`src/smpq_pkg.sv`:
```
// Shared types and constants for the stable minimum priority queue.
`timescale 1ns / 1ps

package smpq_pkg;

	// Default store depth
	localparam int QueueDepthDef = 64;

	// Field widths
	localparam int AmountW = 32;
	localparam int IdW     = 16;
	localparam int LimitW  = 16;
	localparam int CapW    = 7;
	localparam int CfgIdxW = 2;

	// Register reset values
	localparam logic [LimitW-1:0]         TotalLimitRst = 16'hFFFF;
	localparam logic [CapW-1:0]           CapacityRst   = 7'd64;
	localparam logic signed [AmountW-1:0] ThresholdRst  = 32'sd2000;

	// Configuration register indexes
	typedef enum logic [CfgIdxW-1:0] {
		CFG_TOTAL_LIMIT = 2'd0,
		CFG_CAPACITY    = 2'd1,
		CFG_THRESHOLD   = 2'd2
	} cfg_idx_t;

	// Controller states
	typedef enum logic [2:0] {
		ST_IDLE,
		ST_DECIDE,
		ST_INS_RD,
		ST_INS_CMP,
		ST_INS_WR,
		ST_POP_RD,
		ST_FINISH
	} state_t;

	// Source of the result id
	typedef enum logic [1:0] {
		RES_KEEP,
		RES_ZERO,
		RES_NEW,
		RES_POP
	} res_sel_t;

	// Commands from controller to datapath
	typedef struct packed {
		logic     load_item;
		logic     k_load;
		logic     k_dec;
		logic     rd_en;
		logic     rd_head;
		logic     wr_shift;
		logic     wr_new;
		logic     ins_commit;
		logic     pop_commit;
		res_sel_t res_sel;
		logic     push;
	} cmd_t;

	// Status from datapath to controller
	typedef struct packed {
		logic is_pop;
		logic limit_hit;
		logic ins_ok;
		logic not_empty;
		logic k_one;
		logic rd_greater;
		logic out_free;
	} status_t;

endpackage

```
`src/smpq_ctrl.sv`:
```
// Controller state machine for the priority queue.
`timescale 1ns / 1ps

module smpq_ctrl (
	input  logic             clk,
	input  logic             arst_n,
	input  logic             in_valid,
	output logic             in_ready,
	input  smpq_pkg::status_t sts,
	output smpq_pkg::cmd_t   cmd
);

	smpq_pkg::state_t state_q, state_nxt;

	// State register
	always_ff @(posedge clk or negedge arst_n) begin
		if (!arst_n) begin
			state_q <= smpq_pkg::ST_IDLE;
		end else begin
			state_q <= state_nxt;
		end
	end

	// Next state
	always_comb begin
		state_nxt = state_q;
		case (state_q)
			smpq_pkg::ST_IDLE: begin
				if (in_valid) state_nxt = smpq_pkg::ST_DECIDE;
			end
			smpq_pkg::ST_DECIDE: begin
				if (sts.limit_hit) begin
					state_nxt = smpq_pkg::ST_FINISH;
				end else if (sts.is_pop) begin
					state_nxt = sts.not_empty ? smpq_pkg::ST_POP_RD : smpq_pkg::ST_FINISH;
				end else if (!sts.ins_ok) begin
					state_nxt = smpq_pkg::ST_FINISH;
				end else begin
					state_nxt = sts.not_empty ? smpq_pkg::ST_INS_RD : smpq_pkg::ST_INS_WR;
				end
			end
			smpq_pkg::ST_INS_RD: begin
				state_nxt = smpq_pkg::ST_INS_CMP;
			end
			smpq_pkg::ST_INS_CMP: begin
				if (sts.rd_greater && !sts.k_one) state_nxt = smpq_pkg::ST_INS_RD;
				else state_nxt = smpq_pkg::ST_INS_WR;
			end
			smpq_pkg::ST_INS_WR: begin
				state_nxt = smpq_pkg::ST_FINISH;
			end
			smpq_pkg::ST_POP_RD: begin
				state_nxt = smpq_pkg::ST_FINISH;
			end
			smpq_pkg::ST_FINISH: begin
				if (sts.out_free) state_nxt = smpq_pkg::ST_IDLE;
			end
			default: begin
				state_nxt = smpq_pkg::ST_IDLE;
			end
		endcase
	end

	// Outputs
	always_comb begin
		cmd      = '0;
		cmd.res_sel = smpq_pkg::RES_KEEP;
		in_ready = 1'b0;
		case (state_q)
			smpq_pkg::ST_IDLE: begin
				in_ready      = 1'b1;
				cmd.load_item = in_valid;
			end
			smpq_pkg::ST_DECIDE: begin
				if (sts.limit_hit) begin
					cmd.res_sel = smpq_pkg::RES_ZERO;
				end else if (sts.is_pop) begin
					if (sts.not_empty) begin
						cmd.rd_en   = 1'b1;
						cmd.rd_head = 1'b1;
					end else begin
						cmd.res_sel = smpq_pkg::RES_ZERO;
					end
				end else if (!sts.ins_ok) begin
					cmd.res_sel = smpq_pkg::RES_ZERO;
				end else begin
					cmd.k_load = 1'b1;
				end
			end
			smpq_pkg::ST_INS_RD: begin
				cmd.rd_en = 1'b1;
			end
			smpq_pkg::ST_INS_CMP: begin
				if (sts.rd_greater) begin
					cmd.wr_shift = 1'b1;
					cmd.k_dec    = 1'b1;
				end
			end
			smpq_pkg::ST_INS_WR: begin
				cmd.wr_new     = 1'b1;
				cmd.ins_commit = 1'b1;
				cmd.res_sel    = smpq_pkg::RES_NEW;
			end
			smpq_pkg::ST_POP_RD: begin
				cmd.pop_commit = 1'b1;
				cmd.res_sel    = smpq_pkg::RES_POP;
			end
			smpq_pkg::ST_FINISH: begin
				cmd.push = sts.out_free;
			end
			default: begin
				in_ready = 1'b0;
			end
		endcase
	end

endmodule

```
`src/smpq_datapath.sv`:
```
// Datapath: circular sorted store, counters, config registers, result register.
`timescale 1ns / 1ps

module smpq_datapath #(
	parameter int QUEUE_DEPTH = smpq_pkg::QueueDepthDef
) (
	input  logic                                 clk,
	input  logic                                 arst_n,
	// input item
	input  logic                                 in_action,
	input  logic signed [smpq_pkg::AmountW-1:0]  in_amount,
	// configuration
	input  logic                                 cfg_we,
	input  logic [smpq_pkg::CfgIdxW-1:0]         cfg_idx,
	input  logic [smpq_pkg::AmountW-1:0]         cfg_wdata,
	// result
	output logic                                 out_valid,
	input  logic                                 out_ready,
	output logic [smpq_pkg::IdW-1:0]             out_id,
	output logic signed [smpq_pkg::AmountW-1:0]  out_amount,
	// control
	input  smpq_pkg::cmd_t                       cmd,
	output smpq_pkg::status_t                    sts
);

	localparam int AW = (QUEUE_DEPTH > 1) ? $clog2(QUEUE_DEPTH) : 1;
	localparam int CW = $clog2(QUEUE_DEPTH + 1);
	localparam int MW = smpq_pkg::AmountW + smpq_pkg::IdW;
	localparam logic [AW:0] DepthW = (AW + 1)'(QUEUE_DEPTH);

	// Config registers
	logic [smpq_pkg::LimitW-1:0]          total_limit_q;
	logic [smpq_pkg::CapW-1:0]            capacity_q;
	logic signed [smpq_pkg::AmountW-1:0]  threshold_q;

	// Queue state
	logic [MW-1:0]               mem [QUEUE_DEPTH];
	logic [MW-1:0]               rdata_q;
	logic [AW-1:0]               head_q;
	logic [CW-1:0]               count_q;
	logic [AW-1:0]               k_q;
	logic [smpq_pkg::IdW-1:0]    next_id_q;
	logic [smpq_pkg::LimitW-1:0] admitted_q;

	// Current item
	logic                                action_q;
	logic signed [smpq_pkg::AmountW-1:0] amount_q;

	// Result
	logic [smpq_pkg::IdW-1:0]             res_id_q;
	logic                                 out_valid_q;
	logic [smpq_pkg::IdW-1:0]             out_id_q;
	logic signed [smpq_pkg::AmountW-1:0]  out_amount_q;

	logic [smpq_pkg::IdW-1:0]             new_id;
	logic [AW-1:0]                        k_m1;
	logic [AW-1:0]                        wr_addr, rd_addr, head_nxt;
	logic [MW-1:0]                        wr_data;
	logic signed [smpq_pkg::AmountW-1:0]  rd_amount;

	// Logical slot to physical address, wrapping at the depth
	function automatic logic [AW-1:0] phys(input logic [AW-1:0] base, input logic [AW-1:0] ofs);
		logic [AW:0] sum;
		sum = {1'b0, base} + {1'b0, ofs};
		if (sum >= DepthW) sum = sum - DepthW;
		return sum[AW-1:0];
	endfunction

	assign new_id    = next_id_q + 1'b1;
	assign k_m1      = k_q - 1'b1;
	assign wr_addr   = phys(head_q, k_q);
	assign rd_addr   = cmd.rd_head ? head_q : phys(head_q, k_m1);
	assign head_nxt  = phys(head_q, AW'(1));
	assign wr_data   = cmd.wr_new ? {amount_q, new_id} : rdata_q;
	assign rd_amount = rdata_q[MW-1:smpq_pkg::IdW];

	// Status to controller
	always_comb begin
		sts.is_pop     = action_q;
		sts.limit_hit  = admitted_q >= total_limit_q;
		sts.ins_ok     = (32'(count_q) < 32'(capacity_q)) && (32'(count_q) < QUEUE_DEPTH)
		                 && (amount_q < threshold_q);
		sts.not_empty  = count_q != '0;
		sts.k_one      = k_q == AW'(1);
		sts.rd_greater = rd_amount > amount_q;
		sts.out_free   = !out_valid_q || out_ready;
	end

	// Configuration writes
	always_ff @(posedge clk or negedge arst_n) begin
		if (!arst_n) begin
			total_limit_q <= smpq_pkg::TotalLimitRst;
			capacity_q    <= smpq_pkg::CapacityRst;
			threshold_q   <= smpq_pkg::ThresholdRst;
		end else if (cfg_we) begin
			case (cfg_idx)
				smpq_pkg::CFG_TOTAL_LIMIT: total_limit_q <= cfg_wdata[smpq_pkg::LimitW-1:0];
				smpq_pkg::CFG_CAPACITY:    capacity_q    <= cfg_wdata[smpq_pkg::CapW-1:0];
				smpq_pkg::CFG_THRESHOLD:   threshold_q   <= cfg_wdata;
				default:                   threshold_q   <= threshold_q;
			endcase
		end
	end

	// Store: one write and one registered read per cycle
	always_ff @(posedge clk) begin
		if (cmd.wr_shift || cmd.wr_new) mem[wr_addr] <= wr_data;
		if (cmd.rd_en) rdata_q <= mem[rd_addr];
	end

	// Item capture and walk index
	always_ff @(posedge clk) begin
		if (cmd.load_item) begin
			action_q <= in_action;
			amount_q <= in_amount;
		end
		if (cmd.k_load) k_q <= count_q[AW-1:0];
		else if (cmd.k_dec) k_q <= k_m1;
	end

	// Queue counters
	always_ff @(posedge clk or negedge arst_n) begin
		if (!arst_n) begin
			head_q     <= '0;
			count_q    <= '0;
			next_id_q  <= '0;
			admitted_q <= '0;
		end else if (cmd.ins_commit) begin
			count_q    <= count_q + 1'b1;
			next_id_q  <= new_id;
			admitted_q <= admitted_q + 1'b1;
		end else if (cmd.pop_commit) begin
			head_q  <= head_nxt;
			count_q <= count_q - 1'b1;
		end
	end

	// Result id
	always_ff @(posedge clk) begin
		case (cmd.res_sel)
			smpq_pkg::RES_ZERO: res_id_q <= '0;
			smpq_pkg::RES_NEW:  res_id_q <= new_id;
			smpq_pkg::RES_POP:  res_id_q <= rdata_q[smpq_pkg::IdW-1:0];
			default:            res_id_q <= res_id_q;
		endcase
	end

	// Output register
	always_ff @(posedge clk or negedge arst_n) begin
		if (!arst_n) begin
			out_valid_q <= 1'b0;
		end else if (cmd.push) begin
			out_valid_q <= 1'b1;
		end else if (out_ready) begin
			out_valid_q <= 1'b0;
		end
	end

	always_ff @(posedge clk) begin
		if (cmd.push) begin
			out_id_q     <= res_id_q;
			out_amount_q <= amount_q;
		end
	end

	assign out_valid  = out_valid_q;
	assign out_id     = out_id_q;
	assign out_amount = out_amount_q;

endmodule

```
`src/stable_min_priority_queue_core.sv`:
```
// Top level of the stable minimum priority queue.
//
// Input stream: s_tuser selects the operation (0 insert, 1 pop), s_tdata
// carries the signed amount. Every transfer in gives one transfer out on
// m_tdata: the entry id (0 when rejected or empty) and the amount echoed.
// Config writes go over cfg_valid/cfg_ready (always ready) with cfg_index
// 0 total limit, 1 capacity, 2 amount threshold; other indexes are ignored.
// The store is a circular buffer in one memory with one write and one
// registered read port. A rejected input goes from the decide state
// straight to the output register; a pop reads the head entry first. An
// insert walks from the tail, reading each entry and moving each larger
// entry up one slot, then writes the new entry into the slot left free,
// which is the head when all entries were larger (always on an empty queue).
// One item is worked on at a time; the next item is taken once the
// previous result sits in the output register, even if m_tready is low.
// A stalled receiver holds the result and, one item later, the core.
// Reset empties the queue, clears the id and admission counters, and
// returns the registers to their defaults; the store needs no clearing.
`timescale 1ns / 1ps

module stable_min_priority_queue_core #(
	parameter int QUEUE_DEPTH = smpq_pkg::QueueDepthDef
) (
	input  logic        clk,
	input  logic        arst_n,
	// input stream
	input  logic        s_tvalid,
	output logic        s_tready,
	input  logic [31:0] s_tdata,   // [31:0] amount
	input  logic [0:0]  s_tuser,   // [0] action
	// output stream
	output logic        m_tvalid,
	input  logic        m_tready,
	output logic [47:0] m_tdata,   // [15:0] entry_id, [47:16] amount_echo
	// configuration writes
	input  logic        cfg_valid,
	output logic        cfg_ready,
	input  logic [smpq_pkg::CfgIdxW-1:0] cfg_index,
	input  logic [31:0] cfg_data
);

	smpq_pkg::cmd_t    cmd;
	smpq_pkg::status_t sts;
	logic [smpq_pkg::IdW-1:0]            out_id;
	logic signed [smpq_pkg::AmountW-1:0] out_amount;

	assign cfg_ready = 1'b1;

	smpq_ctrl u_ctrl (
		.clk      (clk),
		.arst_n   (arst_n),
		.in_valid (s_tvalid),
		.in_ready (s_tready),
		.sts      (sts),
		.cmd      (cmd)
	);

	smpq_datapath #(
		.QUEUE_DEPTH (QUEUE_DEPTH)
	) u_datapath (
		.clk        (clk),
		.arst_n     (arst_n),
		.in_action  (s_tuser[0]),
		.in_amount  (s_tdata),
		.cfg_we     (cfg_valid),
		.cfg_idx    (cfg_index),
		.cfg_wdata  (cfg_data),
		.out_valid  (m_tvalid),
		.out_ready  (m_tready),
		.out_id     (out_id),
		.out_amount (out_amount),
		.cmd        (cmd),
		.sts        (sts)
	);

	assign m_tdata = {out_amount, out_id};

endmodule

```
`config.mk`:
```
export PLATFORM = sky130hd
export DESIGN_NAME = stable_min_priority_queue_core
export DESIGN_NICKNAME = d
export VERILOG_FILES = /design/src/smpq_pkg.sv /design/src/smpq_ctrl.sv /design/src/smpq_datapath.sv /design/src/stable_min_priority_queue_core.sv
export SDC_FILE = /design/constraint.sdc
export NUM_CORES = 2
export LEC_CHECK = 0
export ABC_AREA = 1
export BUFFER_PORTS_ARGS = -buffer_cell sky130_fd_sc_hd__buf_2
export CAP_MARGIN = 5
export CORE_UTILIZATION = 63
export CTS_CLUSTER_SIZE = 25
export DETAILED_ROUTE_END_ITERATION = 12
export GPL_ROUTABILITY_DRIVEN = 0
export PLACE_DENSITY = 0.78
export REMOVE_ABC_BUFFERS = 1
export SLEW_MARGIN = 20
export SYNTH_ARGS = -nofsm -noshare
export SYNTH_HDL_FRONTEND = slang
export SYNTH_SLANG_ARGS = --single-unit
export TNS_END_PERCENT = 10
```
`constraint.sdc`:
```
create_clock -name clk -period 5.6 [get_ports clk]
set_clock_uncertainty 0.05 [all_clocks]
set_input_delay 1.4 -clock clk [delete_from_list [all_inputs] [get_ports clk]]
set_output_delay 1.4 -clock clk [all_outputs]
set_load 0.03 [all_outputs]
```
==> reports/qor.csv <==
metric;value;unit
cts_tree;built;
final_area;165000;um2
hpwl;233;mm
synthesis.area;146000;um2
grt_max_degree;166;
root_buffer;clkbuf_16;
hold_violations;0;
slew_viol_final;0;
crit_path_end_kind;flip-flop;
post_cts_resize_count;0;
grt-ovfl-total;0;
slowest_delay;0.65;ns
crit_slowest_cell;a21oi_1;
syn2layout_area_growth;12.6;%
antenna_left;0;
max_freq;196;MHz
drc;0;
drive_gt1_share;7.92;%
min_period;5.10;ns
die_width;484;um
cp_data_required_time;6.16;ns
hold_path_class;flip-flop to flip-flop;
h-tree-depth;5;
post_dp_cell_area;154000;um2
cts_buffer_depth;4;
yosys_warnings;0;
mostFrequentLayoutCell;nand3_1;
status;complete, no violations;
clk_pin_slew;0.07;ns
core;230000;um2
grt_pass1_vias;103000;
wl_per_cell;24.8;um
setup_ws;0.503;ns
vias;107000;
dieArea;234000;um2
cts_setup_buffers;0;
fin_util;71.5;%
hold_buffers;0;
cts.sinks;3327;
cts_buffers;343;
grt_util_all_layers;36.8;%
grt_pass1_wl;638;mm
yosys_most_used_dff;edfxtp_1;
avgSynthCellArea;10.3;um2
yosys.cell_types.count;42;
critPathMaxFanout;50;
finalCritPeriodShare;91.0;%
relSlewSlack;24.9;%
finalSetupViolCount;0;
synth_seq_area_share;68.0;%
final_nets;14500;
clock_latency;0.99;ns
crit_path_start_kind;flip-flop;
fp.dieH;484;um
rows;176;
arrival;5.65;ns
vias_per_cell;6.07;
firstDrtPassIters;7;
path_cells;inv_1, ha_1, nand2_1, inv_1, nand2_1, nor2_1, nor2_1, nand2_1, a21oi_1, nand4_4, nand2_8, buf_4, nand2_1, nand3_1, nand3_1, nand3_1, nand3_1, nand3_1, nand2_1;
setup_tns;0;ns
layout_common_cells;3261 x nand3_1, 3223 x edfxtp_1, 3181 x nand2_1, 3078 x inv_1, 351 x clkbuf_16;
post-place-ws;0.927;ns
ys_ff_latch;3327;
synth_edf_count;3223;
async_reset_ff_share;3.13;%
fill_cells;14800;
portBuffers;121;
syn_inst;14200;
dr.first_iter.drc_count;16800;
tightest_slew;1.13;ns
io_pins;123;
wl;436;mm
antenna_found_initial;11;
initial_core_util;63.5;%
path_class;flip-flop to flip-flop;
rsz0062_at_grt;no;
maxCapViolCount;0;
synthesized netlist by cell type, types with 2 or more instances:
cell type | number | area share (%)
nand3_1 | 3263 | 11
edfxtp_1 | 3223 | 66
nand2_1 | 3182 | 8.2
inv_1 | 3082 | 7.9
clkbuf_1 | 331 | 0.85
buf_2 | 292 | 1.0
o21ai_0 | 149 | 0.51
nor2_1 | 140 | 0.36
ha_1 | 105 | 0.90
buf_1 | 97 | 0.25
dfrtp_1 | 81 | 1.4
a21oi_1 | 68 | 0.23
dfstp_2 | 23 | 0.41
nand4_1 | 22 | 0.094
xor2_1 | 20 | 0.12
nor3_1 | 15 | 0.051
xnor2_1 | 15 | 0.090
buf_4 | 6 | 0.031
inv_2 | 4 | 0.010
nand2_2 | 4 | 0.017
o21a_1 | 4 | 0.021
or2_2 | 4 | 0.017
fa_1 | 3 | 0.041
o21ai_2 | 3 | 0.018
o21bai_1 | 3 | 0.015
a211oi_1 | 2 | 0.010
nand3b_1 | 2 | 0.010
o211ai_1 | 2 | 0.010
o221ai_1 | 2 | 0.012
registers in the layout, summed over array words and instances (netlist names), 16 cells and up:
name / count
u_datapath.admitted_q: 16
u_datapath.amount_q: 32
u_datapath.total_limit_q: 16
u_datapath.rdata_q: 48
u_datapath.out_id: 16
u_datapath.res_id_q: 16
u_datapath.out_amount: 32
u_datapath.mem: 3072
u_datapath.threshold_q: 32
u_datapath.next_id_q: 16
cell type report:
type / instances / area (um2) / share of cell area [%]
Sequential cell: 3327 / 99400 / 60.4
Tap cell: 3026 / 3790 / 2.30
Multi-Input combinational cell: 7021 / 33200 / 20.2
Clock buffer: 411 / 9030 / 5.49
Antenna cell: 7 / 17.5 / 0.0106
Timing Repair Buffer: 512 / 5580 / 3.39
Clock inverter: 196 / 1910 / 1.16
Inverter: 3086 / 11600 / 7.06
critical path: cells and delay by family (launching register included):
kind	cells	cell delay, ns
AO/OA/AOI/OAI	1	0.65
AND/OR/NAND/NOR	14	2.41
buffers and inverters	3	0.70
flip-flops	1	0.53
adder cells (fa/ha/maj)	1	0.29
worst paths after layout:
check,depth (start not counted),startpoint,slack [ns],end
worst max-delay path,19,u_datapath.total_limit_q[5]$_DFFE_PN1P_,0.50,u_datapath.rdata_q[16]$_DFFE_PP_
max in group asynchronous,2,arst_n,3.79,u_datapath.next_id_q[6]$_DFFE_PN0P_
worst min register to register,0,u_datapath.res_id_q[8]$_DFFE_PP_,0.33,u_datapath.out_id[8]$_DFFE_PP_
worst max register to register,19,u_datapath.total_limit_q[5]$_DFFE_PN1P_,0.50,u_datapath.rdata_q[16]$_DFFE_PP_
worst min-delay path,0,u_datapath.res_id_q[8]$_DFFE_PP_,0.33,u_datapath.out_id[8]$_DFFE_PP_
min in group asynchronous,1,arst_n,0.50,u_datapath.threshold_q[11]$_DFFE_PN0P_
through the flow:
stage | hold slack, ns | instances
floorplan | 0.350 | 13400
CTS | 0.341 | 17600
detailed placement | 0.367 | 17000
global route | 0.353 | 17600
global placement | 0.359 | 17000
finish | 0.332 | 17600
routing by layer:
layer	wire length, um	GRT usage, %	up-vias	share of wire, %
met5	41	0	-	0.0094
met2	196000	57.4	8539	45
met1	143000	46.8	49800	33
li1	-	-	46400	-
met4	32700	23.1	6	7.5
met3	63200	8.68	2029	15
cell families (layout without fill, tap and decap cells):
family                   after synthesis  after routing  share of synthesized area, %
other                                  1              8                       0.00256
XOR/XNOR                              35             35                         0.210
AO/OA/AOI/OAI                        238            238                         0.853
buffers and inverters               3812           4205                          10.1
flip-flops                          3327           3327                          68.0
adder cells (fa/ha/maj)              108            108                         0.940
AND/OR/NAND/NOR                     6639           6639                          19.9
Power is not shown: default switching activity piles up to over one toggle a cycle in this logic, so the estimate is an artifact.
